`src/rtl/core/esw_pkg.sv`:
```
// Shared types and constants for the elevator sweep ordering block.
// No dependencies; imported by every module under rtl/core.
package esw_pkg;

    localparam int FLOOR_W = 8;

    typedef logic [FLOOR_W-1:0] floor_t;

    // Sequencer states
    typedef enum logic [3:0] {
        ST_IDLE,
        ST_INS_RD,
        ST_INS_CMP,
        ST_LO_RD,
        ST_GAP_LO,
        ST_GAP_HI,
        ST_DIR,
        ST_EMIT_RD,
        ST_EMIT_LD
    } seq_state_t;

    // Result of the shared compare/subtract unit
    typedef struct packed {
        logic   gt;   // a > b
        floor_t mag;  // |a - b|
    } alu_res_t;

endpackage

```
`src/rtl/core/esw_alu.sv`:
```
// Shared compare/subtract unit: one 9-bit subtract gives a > b and |a - b|.
// Depends on esw_pkg.
module esw_alu
    import esw_pkg::*;
(
    input  floor_t   a,
    input  floor_t   b,
    output alu_res_t res
);

    logic [FLOOR_W:0] diff;
    logic             borrow;

    assign diff   = {1'b0, a} - {1'b0, b};
    assign borrow = diff[FLOOR_W];

    always_comb
    begin
        res.gt  = !borrow && (diff[FLOOR_W-1:0] != '0);
        res.mag = borrow ? floor_t'(~diff[FLOOR_W-1:0] + 1'b1) : diff[FLOOR_W-1:0];
    end

endmodule

```
`src/rtl/core/esw_store.sv`:
```
// Request store: one write port, one read port with registered read data.
// Depends on esw_pkg.
module esw_store
    import esw_pkg::*;
#(
    parameter int DEPTH = 8,
    parameter int AW    = 3
)
(
    input  logic          clk,
    input  logic          wr_en,
    input  logic [AW-1:0] wr_addr,
    input  floor_t        wr_data,
    input  logic [AW-1:0] rd_addr,
    output floor_t        rd_data
);

    floor_t mem [DEPTH];
    floor_t rd_data_reg;

    always_ff @(posedge clk)
    begin
        if (wr_en)
        begin
            mem[wr_addr] <= wr_data;
        end
    end

    always_ff @(posedge clk)
    begin
        rd_data_reg <= mem[rd_addr];
    end

    assign rd_data = rd_data_reg;

endmodule

```
`src/rtl/core/esw_seq.sv`:
```
// Sequencer: insertion on arrival, direction choice, and arrival emission.
// Depends on esw_pkg; drives esw_store and esw_alu from the top level.
module esw_seq
    import esw_pkg::*;
#(
    parameter int DEPTH = 8,
    parameter int AW    = 3,
    parameter int CW    = 4
)
(
    input  logic          clk,
    input  logic          rst_n,
    // request side
    input  logic          in_valid,
    output logic          in_ready,
    input  floor_t        in_floor,
    input  logic          in_end,
    // store
    output logic [AW-1:0] rd_addr,
    input  floor_t        rd_data,
    output logic          wr_en,
    output logic [AW-1:0] wr_addr,
    output floor_t        wr_data,
    // shared unit
    output floor_t        alu_a,
    output floor_t        alu_b,
    input  alu_res_t      alu_res,
    // output register
    input  logic          out_busy,
    output logic          out_load,
    output floor_t        out_floor,
    output logic          out_up,
    output logic          out_last
);

    seq_state_t    state_reg, state_next;
    floor_t        key_reg;
    logic          end_reg;
    logic [CW-1:0] count_reg;
    logic [AW-1:0] idx_reg;
    floor_t        gap_lo_reg;
    floor_t        gap_hi_reg;
    logic          up_reg;
    floor_t        car_reg;

    logic          accept;
    logic          has_room;
    logic [CW-1:0] cnt_m1;
    logic [AW-1:0] last_idx;
    logic          at_last;

    assign accept   = in_valid && in_ready;
    assign has_room = count_reg < CW'(DEPTH);
    assign cnt_m1   = count_reg - CW'(1);
    assign last_idx = cnt_m1[AW-1:0];
    assign at_last  = idx_reg == last_idx;

    // next state
    always_comb
    begin
        state_next = state_reg;
        case (state_reg)
            ST_IDLE:
            begin
                if (accept)
                begin
                    if (has_room)
                        state_next = ST_INS_RD;
                    else if (in_end)
                        state_next = ST_LO_RD;
                end
            end
            ST_INS_RD:
            begin
                if (idx_reg == '0)
                    state_next = end_reg ? ST_LO_RD : ST_IDLE;
                else
                    state_next = ST_INS_CMP;
            end
            ST_INS_CMP:
            begin
                if (alu_res.gt)
                    state_next = ST_INS_RD;
                else
                    state_next = end_reg ? ST_LO_RD : ST_IDLE;
            end
            ST_LO_RD:   state_next = ST_GAP_LO;
            ST_GAP_LO:  state_next = ST_GAP_HI;
            ST_GAP_HI:  state_next = ST_DIR;
            ST_DIR:     state_next = ST_EMIT_RD;
            ST_EMIT_RD: state_next = ST_EMIT_LD;
            ST_EMIT_LD:
            begin
                if (!out_busy)
                    state_next = at_last ? ST_IDLE : ST_EMIT_RD;
            end
            default:    state_next = ST_IDLE;
        endcase
    end

    // outputs
    always_comb
    begin
        in_ready  = 1'b0;
        rd_addr   = '0;
        wr_en     = 1'b0;
        wr_addr   = idx_reg;
        wr_data   = key_reg;
        alu_a     = rd_data;
        alu_b     = key_reg;
        out_load  = 1'b0;
        out_floor = rd_data;
        out_up    = up_reg;
        out_last  = at_last;
        case (state_reg)
            ST_IDLE:
            begin
                in_ready = 1'b1;
            end
            ST_INS_RD:
            begin
                rd_addr = idx_reg - AW'(1);
                wr_en   = (idx_reg == '0);
            end
            ST_INS_CMP:
            begin
                wr_en   = 1'b1;
                wr_data = alu_res.gt ? rd_data : key_reg;
            end
            ST_LO_RD:
            begin
                rd_addr = '0;
            end
            ST_GAP_LO:
            begin
                rd_addr = last_idx;
                alu_b   = car_reg;
            end
            ST_GAP_HI:
            begin
                alu_b = car_reg;
            end
            ST_DIR:
            begin
                alu_a = gap_lo_reg;
                alu_b = gap_hi_reg;
            end
            ST_EMIT_RD, ST_EMIT_LD:
            begin
                rd_addr  = up_reg ? idx_reg : last_idx - idx_reg;
                out_load = (state_reg == ST_EMIT_LD) && !out_busy;
            end
            default:
            begin
                in_ready = 1'b0;
            end
        endcase
    end

    always_ff @(posedge clk or negedge rst_n)
    begin
        if (!rst_n)
        begin
            state_reg <= ST_IDLE;
            count_reg <= '0;
            car_reg   <= floor_t'(1);
            idx_reg   <= '0;
            end_reg   <= 1'b0;
            up_reg    <= 1'b1;
        end
        else
        begin
            state_reg <= state_next;
            case (state_reg)
                ST_IDLE:
                begin
                    if (accept)
                    begin
                        end_reg <= in_end;
                        if (has_room)
                        begin
                            idx_reg   <= count_reg[AW-1:0];
                            count_reg <= count_reg + CW'(1);
                        end
                    end
                end
                ST_INS_CMP:
                begin
                    if (alu_res.gt)
                        idx_reg <= idx_reg - AW'(1);
                end
                ST_DIR:
                begin
                    up_reg  <= !alu_res.gt;
                    idx_reg <= '0;
                end
                ST_EMIT_LD:
                begin
                    if (!out_busy)
                    begin
                        car_reg <= rd_data;
                        if (at_last)
                            count_reg <= '0;
                        else
                            idx_reg <= idx_reg + AW'(1);
                    end
                end
                default:
                begin
                    idx_reg <= idx_reg;
                end
            endcase
        end
    end

    // datapath registers without reset
    always_ff @(posedge clk)
    begin
        if (accept)
            key_reg <= in_floor;
        if (state_reg == ST_GAP_LO)
            gap_lo_reg <= alu_res.mag;
        if (state_reg == ST_GAP_HI)
            gap_hi_reg <= alu_res.mag;
    end

endmodule

```
`src/rtl/core/elevator_sweep_order.sv`:
```
// Top level of the elevator sweep ordering block (SCAN order of a rider group).
// Depends on esw_pkg, esw_alu, esw_store and esw_seq.
//
// Channel   Dir  Handshake               Payload
// s_axis    in   s_axis_tvalid/tready    tdata = dest_floor, tlast = group_end
// m_axis    out  m_axis_tvalid/tready    tdata = arrive_floor, tuser = going_up,
//                                        tlast = final_stop
//
// Insertion: ST_INS_RD reads the entry below the request's slot and ST_INS_CMP
// compares it on the shared compare/subtract unit, shifting it up one slot through
// the one store port; slot 0 is written in ST_INS_RD. Dropped requests are just taken.
// A group end steps through ST_LO_RD, ST_GAP_LO, ST_GAP_HI and ST_DIR to pick the
// sweep direction; per arrival word ST_EMIT_RD reads the store and ST_EMIT_LD loads it.
// Reset: request count 0, car floor 1; the store itself is not cleared.
// A stalled m_axis holds the sequencer in its emit step; s_axis is not ready
// until the group's last arrival word sits in the output register.
module elevator_sweep_order
    import esw_pkg::*;
#(
    parameter int MAX_RIDERS = 8
)
(
    input  logic       clk,
    input  logic       rst_n,
    input  logic       s_axis_tvalid,
    output logic       s_axis_tready,
    input  logic [7:0] s_axis_tdata,   // [7:0] dest_floor
    input  logic       s_axis_tlast,   // group_end
    output logic       m_axis_tvalid,
    input  logic       m_axis_tready,
    output logic [7:0] m_axis_tdata,   // [7:0] arrive_floor
    output logic       m_axis_tuser,   // [0] going_up
    output logic       m_axis_tlast    // final_stop
);

    localparam int AW = (MAX_RIDERS > 1) ? $clog2(MAX_RIDERS) : 1;
    localparam int CW = $clog2(MAX_RIDERS + 1);

    logic [AW-1:0] rd_addr;
    floor_t        rd_data;
    logic          wr_en;
    logic [AW-1:0] wr_addr;
    floor_t        wr_data;
    floor_t        alu_a;
    floor_t        alu_b;
    alu_res_t      alu_res;

    logic          out_busy;
    logic          out_load;
    floor_t        out_floor;
    logic          out_up;
    logic          out_last;

    // output word register
    logic          out_valid_reg, out_valid_next;
    floor_t        out_floor_reg;
    logic          out_up_reg;
    logic          out_last_reg;

    assign out_busy = out_valid_reg && !m_axis_tready;

    esw_store #(
        .DEPTH (MAX_RIDERS),
        .AW    (AW)
    ) u_store (
        .clk     (clk),
        .wr_en   (wr_en),
        .wr_addr (wr_addr),
        .wr_data (wr_data),
        .rd_addr (rd_addr),
        .rd_data (rd_data)
    );

    esw_alu u_alu (
        .a   (alu_a),
        .b   (alu_b),
        .res (alu_res)
    );

    esw_seq #(
        .DEPTH (MAX_RIDERS),
        .AW    (AW),
        .CW    (CW)
    ) u_seq (
        .clk       (clk),
        .rst_n     (rst_n),
        .in_valid  (s_axis_tvalid),
        .in_ready  (s_axis_tready),
        .in_floor  (s_axis_tdata),
        .in_end    (s_axis_tlast),
        .rd_addr   (rd_addr),
        .rd_data   (rd_data),
        .wr_en     (wr_en),
        .wr_addr   (wr_addr),
        .wr_data   (wr_data),
        .alu_a     (alu_a),
        .alu_b     (alu_b),
        .alu_res   (alu_res),
        .out_busy  (out_busy),
        .out_load  (out_load),
        .out_floor (out_floor),
        .out_up    (out_up),
        .out_last  (out_last)
    );

    always_comb
    begin
        out_valid_next = out_valid_reg;
        if (out_load)
            out_valid_next = 1'b1;
        else if (m_axis_tready)
            out_valid_next = 1'b0;
    end

    always_ff @(posedge clk or negedge rst_n)
    begin
        if (!rst_n)
            out_valid_reg <= 1'b0;
        else
            out_valid_reg <= out_valid_next;
    end

    always_ff @(posedge clk)
    begin
        if (out_load)
        begin
            out_floor_reg <= out_floor;
            out_up_reg    <= out_up;
            out_last_reg  <= out_last;
        end
    end

    assign m_axis_tvalid = out_valid_reg;
    assign m_axis_tdata  = out_floor_reg;
    assign m_axis_tuser  = out_up_reg;
    assign m_axis_tlast  = out_last_reg;

    // a new arrival word never overwrites one still waiting
    assert property (@(posedge clk) disable iff (!rst_n)
        out_load |-> (!out_valid_reg || m_axis_tready))
        else $error("arrival word overwritten");

    // the last arrival of a group frees the request side next cycle
    assert property (@(posedge clk) disable iff (!rst_n)
        (out_load && out_last) |=> s_axis_tready)
        else $error("request side not freed after final arrival");

    // a group end always starts work, so the request side closes
    assert property (@(posedge clk) disable iff (!rst_n)
        (s_axis_tvalid && s_axis_tready && s_axis_tlast) |=> !s_axis_tready)
        else $error("group end did not start a sweep");

endmodule

```
`config.mk`:
```
export PLATFORM = sky130hd
export DESIGN_NAME = elevator_sweep_order
export DESIGN_NICKNAME = d
export VERILOG_FILES = /design/src/rtl/core/esw_pkg.sv /design/src/rtl/core/esw_alu.sv /design/src/rtl/core/esw_store.sv /design/src/rtl/core/esw_seq.sv /design/src/rtl/core/elevator_sweep_order.sv
export SDC_FILE = /design/constraint.sdc
export NUM_CORES = 1
export LEC_CHECK = 0
export BUFFER_PORTS_ARGS = -buffer_cell sky130_fd_sc_hd__buf_2
export CAP_MARGIN = 25
export CORE_ASPECT_RATIO = 1.1
export CORE_MARGIN = 2
export CORE_UTILIZATION = 55
export CTS_CLUSTER_DIAMETER = 150
export CTS_CLUSTER_SIZE = 10
export DETAILED_ROUTE_END_ITERATION = 10
export PLACE_DENSITY = 0.71
export SKIP_CTS_REPAIR_TIMING = 1
export SKIP_LAST_GASP = 1
export SYNTH_ARGS = -nofsm -noshare
export SYNTH_HDL_FRONTEND = slang
export SYNTH_HIERARCHICAL = 1
export SYNTH_SLANG_ARGS = --single-unit
```
`constraint.sdc`:
```
create_clock -name clk -period 9.9 [get_ports clk]
set_clock_uncertainty 0.15 [all_clocks]
set_input_delay 0.495 -clock clk [delete_from_list [all_inputs] [get_ports clk]]
set_output_delay 0.495 -clock clk [all_outputs]
set_load 0.02 [all_outputs]
```
==> results.toml <==
[yosys]
ys_seq_area_share_pct = 58.3
synth_seq_cells = 128
synthFlopType = "edfxtp_1"
syn_nets = 484
synth_area_per_cell_sq_um = 13.9
synthTopCellsByCount = "edfxtp_1 (98), mux2_2 (34), nor2_1 (33), a21oi_1 (22), inv_1 (21)"
synth_area_sq_um = 6280
synth_top_area_cell = "edfxtp_1"
synth.distinct_cells = 66
syn_inst = 453
yosys_warnings = 6
synthArstFlopShare_pct = 17.2
synth_area_leaders = "edfxtp_1 (47%), dfrtp_1 (8.0%), mux4_1 (6.3%)"
synth_edf_count = 98
yosysMostFrequentCell = "edfxtp_1"
synth.top_cell.area_share_pct = 46.9

[worst_setup_path]
r2r-start = "u_seq/state_reg[1]"
end_kind = "flip-flop"
cpPeakStageDelay_ns = 0.97
cp_max_fo = 28
criticalPathCategory = "reg2reg"
r2r_end = "u_store/mem[2][6]"
critical_path_required_ns = 9.88
worst-path-buf-inv = 2
slowest_stage = "dfrtp_1"
regToRegSetupSlack_ns = 4.38
critPathLaunchType = "flip-flop"
critical_path.top_delay_family = "simple AND/OR/NAND/NOR gates"
cp_data_arrival_time_ns = 5.51
path_cells = "nand2b_1 -> nor2_1 -> mux2_2 -> inv_1 -> ha_1 -> inv_1 -> fa_1 -> a211oi_2 -> nor2_1 -> xnor2_1 -> nor4_1 -> a31oi_1 -> nand2_1 -> mux2_2"
reg2regPathDepth = 14

[layout]
seqCellArea_sq_um = 3660
multiInputGateArea_sq_um = 2400
final_cell_area_sq_um = 7080
syn2layout_area_growth_pct = 12.8
drive_above_1_share_pct = 22.2
fillers = 823
largest-register = "u_store/mem"
largest_reg_flops = 64
insertedDiodeCount = 0
nets = 504

[cts]
clock_path_buffers = 2
cts_made_buffers = 17
clock_sinks = 128
cts_root_buffer = "clkbuf_16"
cts_tree = "built"
cts.reportedPaths.clkPinSlew_ns = 0.05
insertion_delay_ns = 0.41
cts.htree.levels = 4

[sta]
max_slew_margin_pct = 31.3
finalCriticalPeriod_ns = 5.52
rsz0062_at_grt = "false"
max_freq_mhz = 181
fin_ws_ns = 4.38
final.setup.tns_ns = 0
setup_viol = 0
hold_violations = 0
period_share_pct = 55.8
slew_viol_final = 0
tightest_slew_ns = 1.03

[die]
start_util_pct = 57.0
die-width_um = 106
pin_count = 25
rows = 40
core_sq_um = 11000
die-area_sq_um = 12300
die_h_um = 116

[route]
dr.pass1.iters = 4
ant_nets = 0
wl_mm = 13.2
wire_per_inst_um = 20.9
avgViaCountPerCell = 6.11
drc = 0
via_count = 3867
drtIter0Drc = 293

[grt]
antenna_found_initial = 0
grt_overflow = 0
grt_pass1_vias = 3851
grt_max_degree = 40
grt_usage_pct = 23.4
grt_pass1_wl_mm = 21.0

[min_path]
hold_path.class = "in2reg"
min_path_cells = 1
holdPathEnd = "u_seq/key_reg[6]"
min-delay-start = "s_axis_tdata[6]"

[run]
max_cap_viol_count = 0

[run_status]
status = "completed"

[placed_design]
hpwlAfterDp_mm = 8.64
pre_cts_slack_ns = 4.52
place_congestion = 0.889
portBuffers = 24
place_area_sq_um = 6470
-- routing by layer --
| layer | global-route usage, % | wire length (um) | vias to the layer above | part of all wire (%) |
|---|---|---|---|---|
| met3 | 4.44 | 834 | 41 | 6.3 |
| li1 | - | - | 1765 | - |
| met4 | 12.4 | 466 | 0 | 3.5 |
| met1 | 29.5 | 5340 | 1896 | 40 |
| met5 | 0 | 0 | - | 0 |
| met2 | 39.1 | 6600 | 165 | 50 |
-- how the worst max path moves through the flow --
stage,startpoint,endpoint,slack [ns],cells after the start
finish,u_seq/state_reg[1],u_store/mem[2][6],4.38,14
global route,u_seq/state_reg[1],u_seq/wr_addr[0],3.98,17
CTS,u_seq/state_reg[1],u_store/mem[2][0],4.45,14
detailed placement,u_seq/state_reg[3],u_store/mem[0][4],4.52,14
global placement,u_seq/state_reg[3],u_store/mem[0][7],4.69,14
floorplan,u_seq/state_reg[3],u_seq/wr_addr[0],5.87,19
-- cell families (layout without fill, tap and decap cells) --
kind of cell	count (synthesis)	in the layout	share of synthesized area (%)
fa+ha+maj	18	18	3.83
flops	128	128	58.3
mux	53	53	13.2
buf+inv	50	83	4.01
simple gates	101	101	8.57
xor+xnor	18	18	2.75
compound gates	85	85	9.37
-- stage by stage --
stage / utilization, % / hold WS [ns] / instances
2_1_floorplan: - / 0.0494 / 453
3_3_place_gp: 58.7 / 0.343 / 599
3_5_place_dp: 58.8 / 0.349 / 600
4_1_cts: 64.2 / -0.0721 / 632
5_1_grt: 64.3 / 0.101 / 633
6_report: 64.3 / 0.110 / 633
-- cells in the final DEF, fill, tap and decap left out, drive strengths merged, types with 3 or more instances in the layout --
| master | netlist | layout |
|---|---|---|
| edfxtp | 98 | 98 |
| mux2 | 34 | 34 |
| nor2 | 34 | 34 |
| buf | 20 | 28 |
| inv | 22 | 24 |
| a21oi | 22 | 22 |
| dfrtp | 20 | 20 |
| clkbuf | 8 | 20 |
| nand2b | 19 | 19 |
| ha | 16 | 16 |
| mux4 | 16 | 16 |
| nand2 | 15 | 15 |
| o21ai | 13 | 13 |
| xnor2 | 11 | 11 |
| o31ai | 10 | 10 |
| o22ai | 8 | 8 |
| dfxtp | 8 | 8 |
| nor2b | 8 | 8 |
| nor3 | 8 | 8 |
| xor2 | 6 | 6 |
| a22oi | 5 | 5 |
| clkinvlp | 0 | 4 |
| a31oi | 4 | 4 |
| bufinv | 0 | 3 |
| nor4 | 3 | 3 |
| o32ai | 3 | 3 |
| mux2i | 3 | 3 |
| clkinv | 0 | 3 |
-- worst register-to-register path, cell delays in order, from the launching register on --
cell and delay [ns]:
dfrtp_1 0.97, nand2b_1 0.23, nor2_1 0.72, mux2_2 0.42, inv_1 0.06, ha_1 0.14
inv_1 0.05, fa_1 0.41, a211oi_2 0.27, nor2_1 0.10, xnor2_1 0.26, nor4_1 0.11
a31oi_1 0.44, nand2_1 0.44, mux2_2 0.48
-- area by class of cell --
class	instances	area share (%)
well taps	147	2.60
clock inverters	12	2.26
flip-flops and latches	128	51.7
inverters	22	1.17
repair buffers	29	2.23
clock buffers	20	6.17
multi-input cells	275	33.9
Power is left out: the tool's default activity adds up to more than one toggle a clock period on the data nets, which glitch-free logic cannot reach.
